File: config.mk
export PLATFORM = sky130hd
export DESIGN_NAME = console_line_editor_history
export DESIGN_NICKNAME = d
export VERILOG_FILES = /design/src/rtl/cleh_pkg.sv /design/src/rtl/cleh_ram.sv /design/src/rtl/console_line_editor_history.sv
export SDC_FILE = /design/constraint.sdc
export NUM_CORES = 2
export LEC_CHECK = 0
export BUFFER_PORTS_ARGS = -buffer_cell sky130_fd_sc_hd__buf_4
export CELL_PAD_IN_SITES_DETAIL_PLACEMENT = 0
export CELL_PAD_IN_SITES_GLOBAL_PLACEMENT = 2
export CORE_MARGIN = 2
export CORE_UTILIZATION = 42
export CTS_CLUSTER_SIZE = 14
export DETAILED_ROUTE_END_ITERATION = 8
export HOLD_SLACK_MARGIN = 0.03
export PLACE_DENSITY = 0.82
export REMOVE_ABC_BUFFERS = 1
export SLEW_MARGIN = 20
export SYNTH_ARGS = -nofsm -noshare
export SYNTH_HDL_FRONTEND = slang
export SYNTH_SLANG_ARGS = --single-unit
export TNS_END_PERCENT = 10
File: constraint.sdc
create_clock -name clk -period 5.9 [get_ports clk]
set_input_delay 0.885 -clock clk [delete_from_list [all_inputs] [get_ports clk]]
set_output_delay 0.885 -clock clk [all_outputs]
set_load 0.02 [all_outputs]
File: src/rtl/cleh_pkg.sv
// Shared types and constants for the console line editor with history.
// Holds the result kinds, the escape phases and the control byte codes.
// No dependencies.
package cleh_pkg;

    localparam int CHAR_W = 7;
    localparam int KIND_W = 3;

    // Kind of one display event.
    typedef enum logic [KIND_W-1:0] {
        KIND_ECHO   = 3'd0,
        KIND_ERASE  = 3'd1,
        KIND_CLEAR  = 3'd2,
        KIND_RECALL = 3'd3,
        KIND_COMMIT = 3'd4,
        KIND_END    = 3'd5
    } kind_t;

    // Progress through an ESC [ sequence.
    typedef enum logic [1:0] {
        PH_NONE = 2'd0,
        PH_ESC  = 2'd1,
        PH_CSI  = 2'd2
    } phase_t;

    // Received byte codes.
    localparam logic [7:0] BYTE_BS    = 8'h08;
    localparam logic [7:0] BYTE_LF    = 8'h0A;
    localparam logic [7:0] BYTE_CR    = 8'h0D;
    localparam logic [7:0] BYTE_ESC   = 8'h1B;
    localparam logic [7:0] BYTE_SPACE = 8'h20;
    localparam logic [7:0] BYTE_UP    = 8'h41;
    localparam logic [7:0] BYTE_CSI   = 8'h5B;
    localparam logic [7:0] BYTE_DEL   = 8'h7F;

endpackage

File: src/rtl/cleh_ram.sv
// Simple dual-port synchronous RAM: one write port, one read port.
// Read data is registered and holds until the next read request.
// No dependencies.
module cleh_ram #(
    parameter int DEPTH  = 31,
    parameter int ADDR_W = 5,
    parameter int DATA_W = 7
) (
    input  logic              clk,
    input  logic              wr_en,
    input  logic [ADDR_W-1:0] wr_addr,
    input  logic [DATA_W-1:0] wr_data,
    input  logic              rd_en,
    input  logic [ADDR_W-1:0] rd_addr,
    output logic [DATA_W-1:0] rd_data
);

    logic [DATA_W-1:0] mem [DEPTH];

    // Write port.
    always_ff @(posedge clk)
    begin
        if (wr_en)
        begin
            mem[wr_addr] <= wr_data;
        end
    end

    // Registered read port.
    always_ff @(posedge clk)
    begin
        if (rd_en)
        begin
            rd_data <= mem[rd_addr];
        end
    end

endmodule

File: src/rtl/console_line_editor_history.sv
// Terminal line editor with a newest-first command history.
// Depends on cleh_pkg and cleh_ram.
//
// Usage: each request on the s_ side carries one received terminal byte.
// The m_ side gives the display events that the byte causes, in order;
// m_tuser gives the event kind and m_tlast marks the final event of a byte.
// A byte that causes no event gives nothing on the m_ side.
//
// Timing: s_tready is high only while the sequencer is idle, so one byte
// is worked at a time. A byte is registered when taken and decoded in the
// decode state once the output register has room. Enter on a non-empty
// line and a recall give one event per cycle while the output register
// has room, paced by the single read port of the line buffer RAM or the
// history RAM. The output register lets the next byte be taken while
// the last event of the previous one still waits.
//
// Reset clears the line length, escape phase and history pointers; the
// RAM contents need no clearing. When m_tready is low the sequencer holds
// its RAM read data and waits, losing nothing.
module console_line_editor_history
    import cleh_pkg::*;
#(
    parameter int LINE_BYTES    = 32,
    parameter int HISTORY_DEPTH = 5
) (
    input  logic              clk,
    input  logic              rst_n,
    input  logic              s_tvalid,
    output logic              s_tready,
    input  logic [7:0]        s_tdata,   // [7:0] rx_byte
    output logic              m_tvalid,
    input  logic              m_tready,
    output logic [7:0]        m_tdata,   // [6:0] char_value, [7] zero
    output logic [KIND_W-1:0] m_tuser,   // [2:0] kind
    output logic              m_tlast    // last
);

    localparam int LINE_CAP = LINE_BYTES - 1;
    localparam int LEN_W    = $clog2(LINE_BYTES);
    localparam int IDX_W    = (LINE_CAP > 1) ? $clog2(LINE_CAP) : 1;
    localparam int SLOT_W   = (HISTORY_DEPTH > 1) ? $clog2(HISTORY_DEPTH) : 1;
    localparam int SW1      = SLOT_W + 1;
    localparam int CNT_W    = $clog2(HISTORY_DEPTH + 1);
    localparam int HDEPTH   = HISTORY_DEPTH * LINE_CAP;
    localparam int HADR_W   = (HDEPTH > 1) ? $clog2(HDEPTH) : 1;

    typedef enum logic [2:0] {
        ST_IDLE,
        ST_DECODE,
        ST_COMMIT,
        ST_END,
        ST_RECALL
    } state_t;

    // Sequencer and editor state.
    state_t              state_reg, state_next;
    logic [7:0]          byte_reg, byte_next;
    phase_t              phase_reg, phase_next;
    logic [LEN_W-1:0]    len_reg, len_next;
    logic [LEN_W-1:0]    idx_reg, idx_next;
    logic [HADR_W-1:0]   hadr_reg, hadr_next;
    logic [SLOT_W-1:0]   head_reg, head_next;
    logic [CNT_W-1:0]    used_reg, used_next;
    logic [CNT_W-1:0]    browse_reg, browse_next;

    // Output register.
    logic                out_valid_reg, out_valid_next;
    kind_t               out_kind_reg, out_kind_next;
    logic [CHAR_W-1:0]   out_char_reg, out_char_next;
    logic                out_last_reg, out_last_next;

    // Stored line lengths, one per history slot.
    logic [LEN_W-1:0]    hlen_mem [HISTORY_DEPTH];
    logic                hlen_wr;

    // RAM ports.
    logic                line_wr_en, line_rd_en;
    logic [IDX_W-1:0]    line_wr_addr, line_rd_addr;
    logic [CHAR_W-1:0]   line_wr_data, line_rd_data;
    logic                hist_wr_en, hist_rd_en;
    logic [HADR_W-1:0]   hist_wr_addr, hist_rd_addr;
    logic [CHAR_W-1:0]   hist_rd_data;

    // Decode helpers.
    logic                out_free;
    logic [SW1-1:0]      slot_sum;
    logic [SLOT_W-1:0]   recall_slot;
    logic [LEN_W-1:0]    recall_len;
    logic [LEN_W-1:0]    idx_inc;

    cleh_ram #(
        .DEPTH  (LINE_CAP),
        .ADDR_W (IDX_W),
        .DATA_W (CHAR_W)
    ) u_line_ram (
        .clk     (clk),
        .wr_en   (line_wr_en),
        .wr_addr (line_wr_addr),
        .wr_data (line_wr_data),
        .rd_en   (line_rd_en),
        .rd_addr (line_rd_addr),
        .rd_data (line_rd_data)
    );

    // History characters; commit copies the line RAM output straight in.
    cleh_ram #(
        .DEPTH  (HDEPTH),
        .ADDR_W (HADR_W),
        .DATA_W (CHAR_W)
    ) u_hist_ram (
        .clk     (clk),
        .wr_en   (hist_wr_en),
        .wr_addr (hist_wr_addr),
        .wr_data (line_rd_data),
        .rd_en   (hist_rd_en),
        .rd_addr (hist_rd_addr),
        .rd_data (hist_rd_data)
    );

    assign out_free = !out_valid_reg || m_tready;
    assign idx_inc  = idx_reg + LEN_W'(1);

    // Ring slot of the entry that the next recall reads.
    assign slot_sum    = SW1'(head_reg) + SW1'(HISTORY_DEPTH - 1) - SW1'(browse_reg);
    assign recall_slot = (slot_sum >= SW1'(HISTORY_DEPTH))
                       ? SLOT_W'(slot_sum - SW1'(HISTORY_DEPTH))
                       : SLOT_W'(slot_sum);
    assign recall_len  = hlen_mem[recall_slot];

    // Sequencer next-state and RAM control.
    always_comb
    begin
        state_next     = state_reg;
        byte_next      = byte_reg;
        phase_next     = phase_reg;
        len_next       = len_reg;
        idx_next       = idx_reg;
        hadr_next      = hadr_reg;
        head_next      = head_reg;
        used_next      = used_reg;
        browse_next    = browse_reg;
        out_valid_next = out_valid_reg && !m_tready;
        out_kind_next  = out_kind_reg;
        out_char_next  = out_char_reg;
        out_last_next  = out_last_reg;
        hlen_wr        = 1'b0;
        line_wr_en     = 1'b0;
        line_wr_addr   = len_reg[IDX_W-1:0];
        line_wr_data   = byte_reg[CHAR_W-1:0];
        line_rd_en     = 1'b0;
        line_rd_addr   = idx_inc[IDX_W-1:0];
        hist_wr_en     = 1'b0;
        hist_wr_addr   = hadr_reg;
        hist_rd_en     = 1'b0;
        hist_rd_addr   = hadr_reg + HADR_W'(1);

        unique case (state_reg)
            ST_IDLE:
            begin
                if (s_tvalid)
                begin
                    byte_next  = s_tdata;
                    state_next = ST_DECODE;
                end
            end

            ST_DECODE:
            begin
                // Wait for room in the output register before acting.
                if (out_free)
                begin
                    state_next = ST_IDLE;
                    if (phase_reg == PH_CSI)
                    begin
                        phase_next = PH_NONE;
                        if (byte_reg == BYTE_UP && used_reg != '0 && browse_reg < used_reg)
                        begin
                            out_valid_next = 1'b1;
                            out_kind_next  = KIND_CLEAR;
                            out_char_next  = '0;
                            out_last_next  = (recall_len == '0);
                            len_next       = recall_len;
                            idx_next       = '0;
                            hadr_next      = HADR_W'(recall_slot * LINE_CAP);
                            hist_rd_en     = 1'b1;
                            hist_rd_addr   = HADR_W'(recall_slot * LINE_CAP);
                            if (CNT_W'(browse_reg + CNT_W'(1)) < used_reg)
                            begin
                                browse_next = browse_reg + CNT_W'(1);
                            end
                            if (recall_len != '0)
                            begin
                                state_next = ST_RECALL;
                            end
                        end
                    end
                    else if (phase_reg == PH_ESC)
                    begin
                        phase_next = (byte_reg == BYTE_CSI) ? PH_CSI : PH_NONE;
                    end
                    else if (byte_reg == BYTE_ESC)
                    begin
                        phase_next = PH_ESC;
                    end
                    else if (byte_reg == BYTE_BS || byte_reg == BYTE_DEL)
                    begin
                        phase_next = PH_NONE;
                        if (len_reg != '0)
                        begin
                            len_next       = len_reg - LEN_W'(1);
                            out_valid_next = 1'b1;
                            out_kind_next  = KIND_ERASE;
                            out_char_next  = '0;
                            out_last_next  = 1'b1;
                        end
                    end
                    else if (byte_reg == BYTE_CR || byte_reg == BYTE_LF)
                    begin
                        phase_next = PH_NONE;
                        if (len_reg == '0)
                        begin
                            out_valid_next = 1'b1;
                            out_kind_next  = KIND_END;
                            out_char_next  = '0;
                            out_last_next  = 1'b1;
                            browse_next    = '0;
                        end
                        else
                        begin
                            // Start streaming the line out of the buffer.
                            idx_next     = '0;
                            hadr_next    = HADR_W'(head_reg * LINE_CAP);
                            line_rd_en   = 1'b1;
                            line_rd_addr = '0;
                            state_next   = ST_COMMIT;
                        end
                    end
                    else
                    begin
                        phase_next = PH_NONE;
                        if (byte_reg >= BYTE_SPACE && byte_reg < BYTE_DEL
                            && len_reg < LEN_W'(LINE_CAP))
                        begin
                            line_wr_en     = 1'b1;
                            len_next       = len_reg + LEN_W'(1);
                            out_valid_next = 1'b1;
                            out_kind_next  = KIND_ECHO;
                            out_char_next  = byte_reg[CHAR_W-1:0];
                            out_last_next  = 1'b1;
                        end
                    end
                end
            end

            ST_COMMIT:
            begin
                // One committed character per cycle while the output register has room, copied into history.
                if (out_free)
                begin
                    out_valid_next = 1'b1;
                    out_kind_next  = KIND_COMMIT;
                    out_char_next  = line_rd_data;
                    out_last_next  = 1'b0;
                    hist_wr_en     = 1'b1;
                    hadr_next      = hadr_reg + HADR_W'(1);
                    idx_next       = idx_inc;
                    if (idx_inc < len_reg)
                    begin
                        line_rd_en = 1'b1;
                    end
                    else
                    begin
                        state_next = ST_END;
                    end
                end
            end

            ST_END:
            begin
                // Line end; the line becomes the newest history entry.
                if (out_free)
                begin
                    out_valid_next = 1'b1;
                    out_kind_next  = KIND_END;
                    out_char_next  = '0;
                    out_last_next  = 1'b1;
                    hlen_wr        = 1'b1;
                    head_next      = (head_reg == SLOT_W'(HISTORY_DEPTH - 1))
                                   ? '0 : head_reg + SLOT_W'(1);
                    if (used_reg < CNT_W'(HISTORY_DEPTH))
                    begin
                        used_next = used_reg + CNT_W'(1);
                    end
                    len_next    = '0;
                    browse_next = '0;
                    state_next  = ST_IDLE;
                end
            end

            ST_RECALL:
            begin
                // One recalled character per cycle while the output register has room, copied into the line.
                if (out_free)
                begin
                    out_valid_next = 1'b1;
                    out_kind_next  = KIND_RECALL;
                    out_char_next  = hist_rd_data;
                    out_last_next  = (idx_inc == len_reg);
                    line_wr_en     = 1'b1;
                    line_wr_addr   = idx_reg[IDX_W-1:0];
                    line_wr_data   = hist_rd_data;
                    idx_next       = idx_inc;
                    if (idx_inc < len_reg)
                    begin
                        hist_rd_en = 1'b1;
                        hadr_next  = hadr_reg + HADR_W'(1);
                    end
                    else
                    begin
                        state_next = ST_IDLE;
                    end
                end
            end

            default:
            begin
                state_next = ST_IDLE;
            end
        endcase
    end

    // State and registered outputs.
    always_ff @(posedge clk or negedge rst_n)
    begin
        if (!rst_n)
        begin
            state_reg     <= ST_IDLE;
            byte_reg      <= '0;
            phase_reg     <= PH_NONE;
            len_reg       <= '0;
            idx_reg       <= '0;
            hadr_reg      <= '0;
            head_reg      <= '0;
            used_reg      <= '0;
            browse_reg    <= '0;
            out_valid_reg <= 1'b0;
            out_kind_reg  <= KIND_ECHO;
            out_char_reg  <= '0;
            out_last_reg  <= 1'b0;
        end
        else
        begin
            state_reg     <= state_next;
            byte_reg      <= byte_next;
            phase_reg     <= phase_next;
            len_reg       <= len_next;
            idx_reg       <= idx_next;
            hadr_reg      <= hadr_next;
            head_reg      <= head_next;
            used_reg      <= used_next;
            browse_reg    <= browse_next;
            out_valid_reg <= out_valid_next;
            out_kind_reg  <= out_kind_next;
            out_char_reg  <= out_char_next;
            out_last_reg  <= out_last_next;
        end
    end

    // History line lengths, written when a line is stored.
    always_ff @(posedge clk)
    begin
        if (hlen_wr)
        begin
            hlen_mem[head_reg] <= len_reg;
        end
    end

    assign s_tready = (state_reg == ST_IDLE);
    assign m_tvalid = out_valid_reg;
    assign m_tdata  = {1'b0, out_char_reg};
    assign m_tuser  = out_kind_reg;
    assign m_tlast  = out_last_reg;

endmodule

==> results.tsv <==
stage	metric	value	unit
status	result_of_the_run	finished, final reports clean	
yosys	async_reset_ff_frac	0.0373	
setup_path	cp_common_cell	sky130_fd_sc_hd__ha_1	
cells_and_area	final.fill_count	11900	
setup_path	path_class	reg -> reg	
cts	cts_hold_buf	0	
grt	initial_antenna_violation_count	4	
cells_and_area	multiInputGateArea	15500	um^2
grt	globalRoute.totalOverflow	0	
timing	layout_worst_path_cycle_share	0.969	
timing	timing.final.hold_violations	0	
cells_and_area	final_util	0.482	
placement	pre_cts_ws	-75.2	ps
placement	placedInstanceArea	61400	um^2
setup_path	start_kind	flop	
yosys	syn_area	58300	um^2
cells_and_area	antenna_cells_inserted	0	
power_and_ir_drop	powerDensity	453	nW/um^2
setup_path	worst-path-buf-inv	4	
placement	placedCellCount	6054	
route	initialDrtViolationCount	4268	
timing	fmaxAchievable	175	MHz
cells_and_area	largest-register	u_hist_ram.mem	
timing	period_minus_slack	5720	ps
cells_and_area	final_net_count	4481	
route	avgRoutedWirePerCell	25.5	um
yosys	synth_enable_flop_cells	1341	
placement	dpl.hpwl	100	mm
timing	unrepaired_setup_endpoints_after_global_routing	false	
yosys	synth.most_common_cell	sky130_fd_sc_hd__edfxtp_1	
setup_path	crit_arrival	6230	ps
cells_and_area	reg_top3	u_hist_ram.mem: 1085 flops, u_line_ram.mem: 217 flops, hlen_mem: 25 flops	
min_path	hold_path.class	in -> async	
cells_and_area	largest_reg_flops	1085	
yosys	ys_ff_latch	1393	
timing	timing.final.setup_violations	0	
die	std_cell_rows	136	
yosys	synth.top_cells.by_count	1341 x sky130_fd_sc_hd__edfxtp_1, 770 x sky130_fd_sc_hd__nand2_1, 257 x sky130_fd_sc_hd__nor2_1	
setup_path	crit_fanout	7	
cells_and_area	stdcell_area	66300	um^2
yosys	syn-instance-count	4315	
cells_and_area	area_delta_synth_final	13.8	%
setup_path	worstPathRequired	6410	ps
cts	clkLatencyLatePin	800	ps
power_and_ir_drop	fin_total_pwr	30.1	mW
setup_path	cp_cell_sequence	ha_1 > ha_1 > fa_1 > xor2_1 > a21oi_2 > mux2_2 > inv_1 > ha_1 > inv_1 > ha_1 > ha_1 > inv_1 > fa_1 > xor2_1 > a21oi_2 > buf_4 > nand2_1 > nor4_2 > o211ai_1 > a22oi_1 > o211ai_1	
cells_and_area	share_of_final_layout_standard_cells_stronger_than_drive_strength_1	0.114	
cts	numClockSinks	1393	
cts	clock_tree.root_cell	sky130_fd_sc_hd__clkbuf_16	
die	design.die.area	142000	um^2
timing	setup_tns	0	ps
grt	global_route_wire_length_before_repair	237	mm
yosys	netlist_top_cells_area	sky130_fd_sc_hd__edfxtp_1 69%, sky130_fd_sc_hd__nand2_1 5.0%, sky130_fd_sc_hd__mux2i_1 4.3%	
cells_and_area	seq_area	41600	um^2
die	die-width	377	um
yosys	synth.avg_cell_area	13.5	um^2
yosys	synth-warning-count	0	
die	area_of_the_core_region	138000	um^2
power_and_ir_drop	peakVddDrop	0.000505	V
grt	grt_util_all_layers	0.225	
route	drt_first_pass_iters	6	
timing	skew_final	37.1	ps
cts	tritoncts.num_buffers	146	
placement	port_buffers	24	
route	route.detailed.drc	0	
cts	cts_tree	done	
setup_path	timing.critical_path.to_type	flop	
yosys	synth_area_leader_cell	sky130_fd_sc_hd__edfxtp_1	
route	routed_wl	162	mm
timing	timing.max_slew.rel_slack	0.169	
route	final_ant_viol_nets	0	
cts	cts-root-to-sink-buffers	3	
route	routed_via_density	5.80	
flow_run	drv.max_cap_violation_count	0	
die	die_h	377	um
timing	final-max-slew-violation-count	0	
yosys	synth_sequential_area_ratio	0.713	
route	dr_total_vias	36700	
yosys	synth_largest_type_area_fraction	0.691	
timing	worst_slack	180	ps
setup_path	crit_slowest_cell	sky130_fd_sc_hd__a21oi_2	
power_and_ir_drop	power.static_leakage	21.8	nW
die	total_i_o_pin_count	26	
cells_and_area	layoutNonFillerInstCount	6329	
grt	grt_max_degree	157	
timing	worstMarginPinSlew	1240	ps
die	initial_utilization	0.423	
timing	timing.hold.ws	148	ps
placement	gp_routability_congestion	0.917	
cts	h_tree_depth_reported_by_cts	4	
cts	path_clk_slew	60	ps
grt	first_global_vias	35200	
setup_path	top_cell_family_by_delay_on_the_critical_path	adder cells	
yosys	ys_types	73	
yosys	synthFlopType	sky130_fd_sc_hd__edfxtp_1	
setup_path	cpPeakStageDelay	530	ps
==> worst paths after layout <==
| check | from | end | slack, ps | depth (start not counted) |
|---|---|---|---|---|
| hold / removal | rst_n | out_char_reg[6] | 150 | 1 |
| min in group clk | s_tdata[0] | byte_reg[0] | 330 | 2 |
| hold reg to reg | out_char_reg[2] | out_char_reg[2] | 480 | 2 |
| setup / recovery | head_reg[1] | u_hist_ram.rd_data[4] | 180 | 21 |
| max in group asynchronous | rst_n | byte_reg[4] | 5230 | 1 |
| setup reg to reg | head_reg[1] | u_hist_ram.rd_data[4] | 180 | 21 |
==> layout make-up <==
cell class                 count  area share
timing repair buffer         224      0.0314
inverter                      72     0.00407
multi-input combinational   2580       0.233
clock inverter                85      0.0125
sequential                  1393       0.627
clock buffer                 181      0.0582
tap                         1794      0.0338
==> report_power, final <==
part	internal, mW	total [mW]	switching (mW)
Combinational	3.32	9.62	6.30
Clock	5.13	9.00	3.87
Sequential	11.2	11.4	0.211
==> cells by family after synthesis <==
group	synth area share
and+or+nand+nor	0.105
DFF	0.713
AOI/OAI and AO/OA	0.0912
buffers and inverters	0.0256
muxes	0.0499
adders and majority gates	0.0122
xor gates and xnor gates	0.00301
other	0.0000643
==> what timing repair did <==
item / CTS / global route
setup buffers: 0 / 8
pin swaps: 0 / 2
cloned: 0 / 1
endpoints found under the setup margin: 6 / 7
resized for setup: 6 / 20
==> layout by cell type, fill, tap and decap left out, drive strengths merged, types with 24 or more instances in the layout <==
master	Yosys	routed
a211oi	113	113
a21oi	215	215
a22oi	25	25
a311oi	46	46
a31oi	50	50
buf	125	223
clkbuf	145	182
clkinv	0	62
dfrtp	52	52
edfxtp	1341	1341
ha	44	44
inv	72	79
mux2	24	24
mux2i	248	248
nand2	771	771
nand3	247	247
nor2	259	259
nor2b	37	37
nor3	41	41
o211ai	30	30
o21ai	103	103
o221ai	56	56
o22ai	59	59
==> layer usage <==
metal,GRT usage,share of wire,vias to the layer above,wire length [um]
li1,-,-,16500,-
met1,0.323,0.44,18600,70600
met2,0.353,0.46,1394,75100
met3,0.0372,0.071,232,11500
met4,0.0681,0.027,0,4300
met5,0,0,-,0
Note: power is estimated with default switching activity, not from simulation.
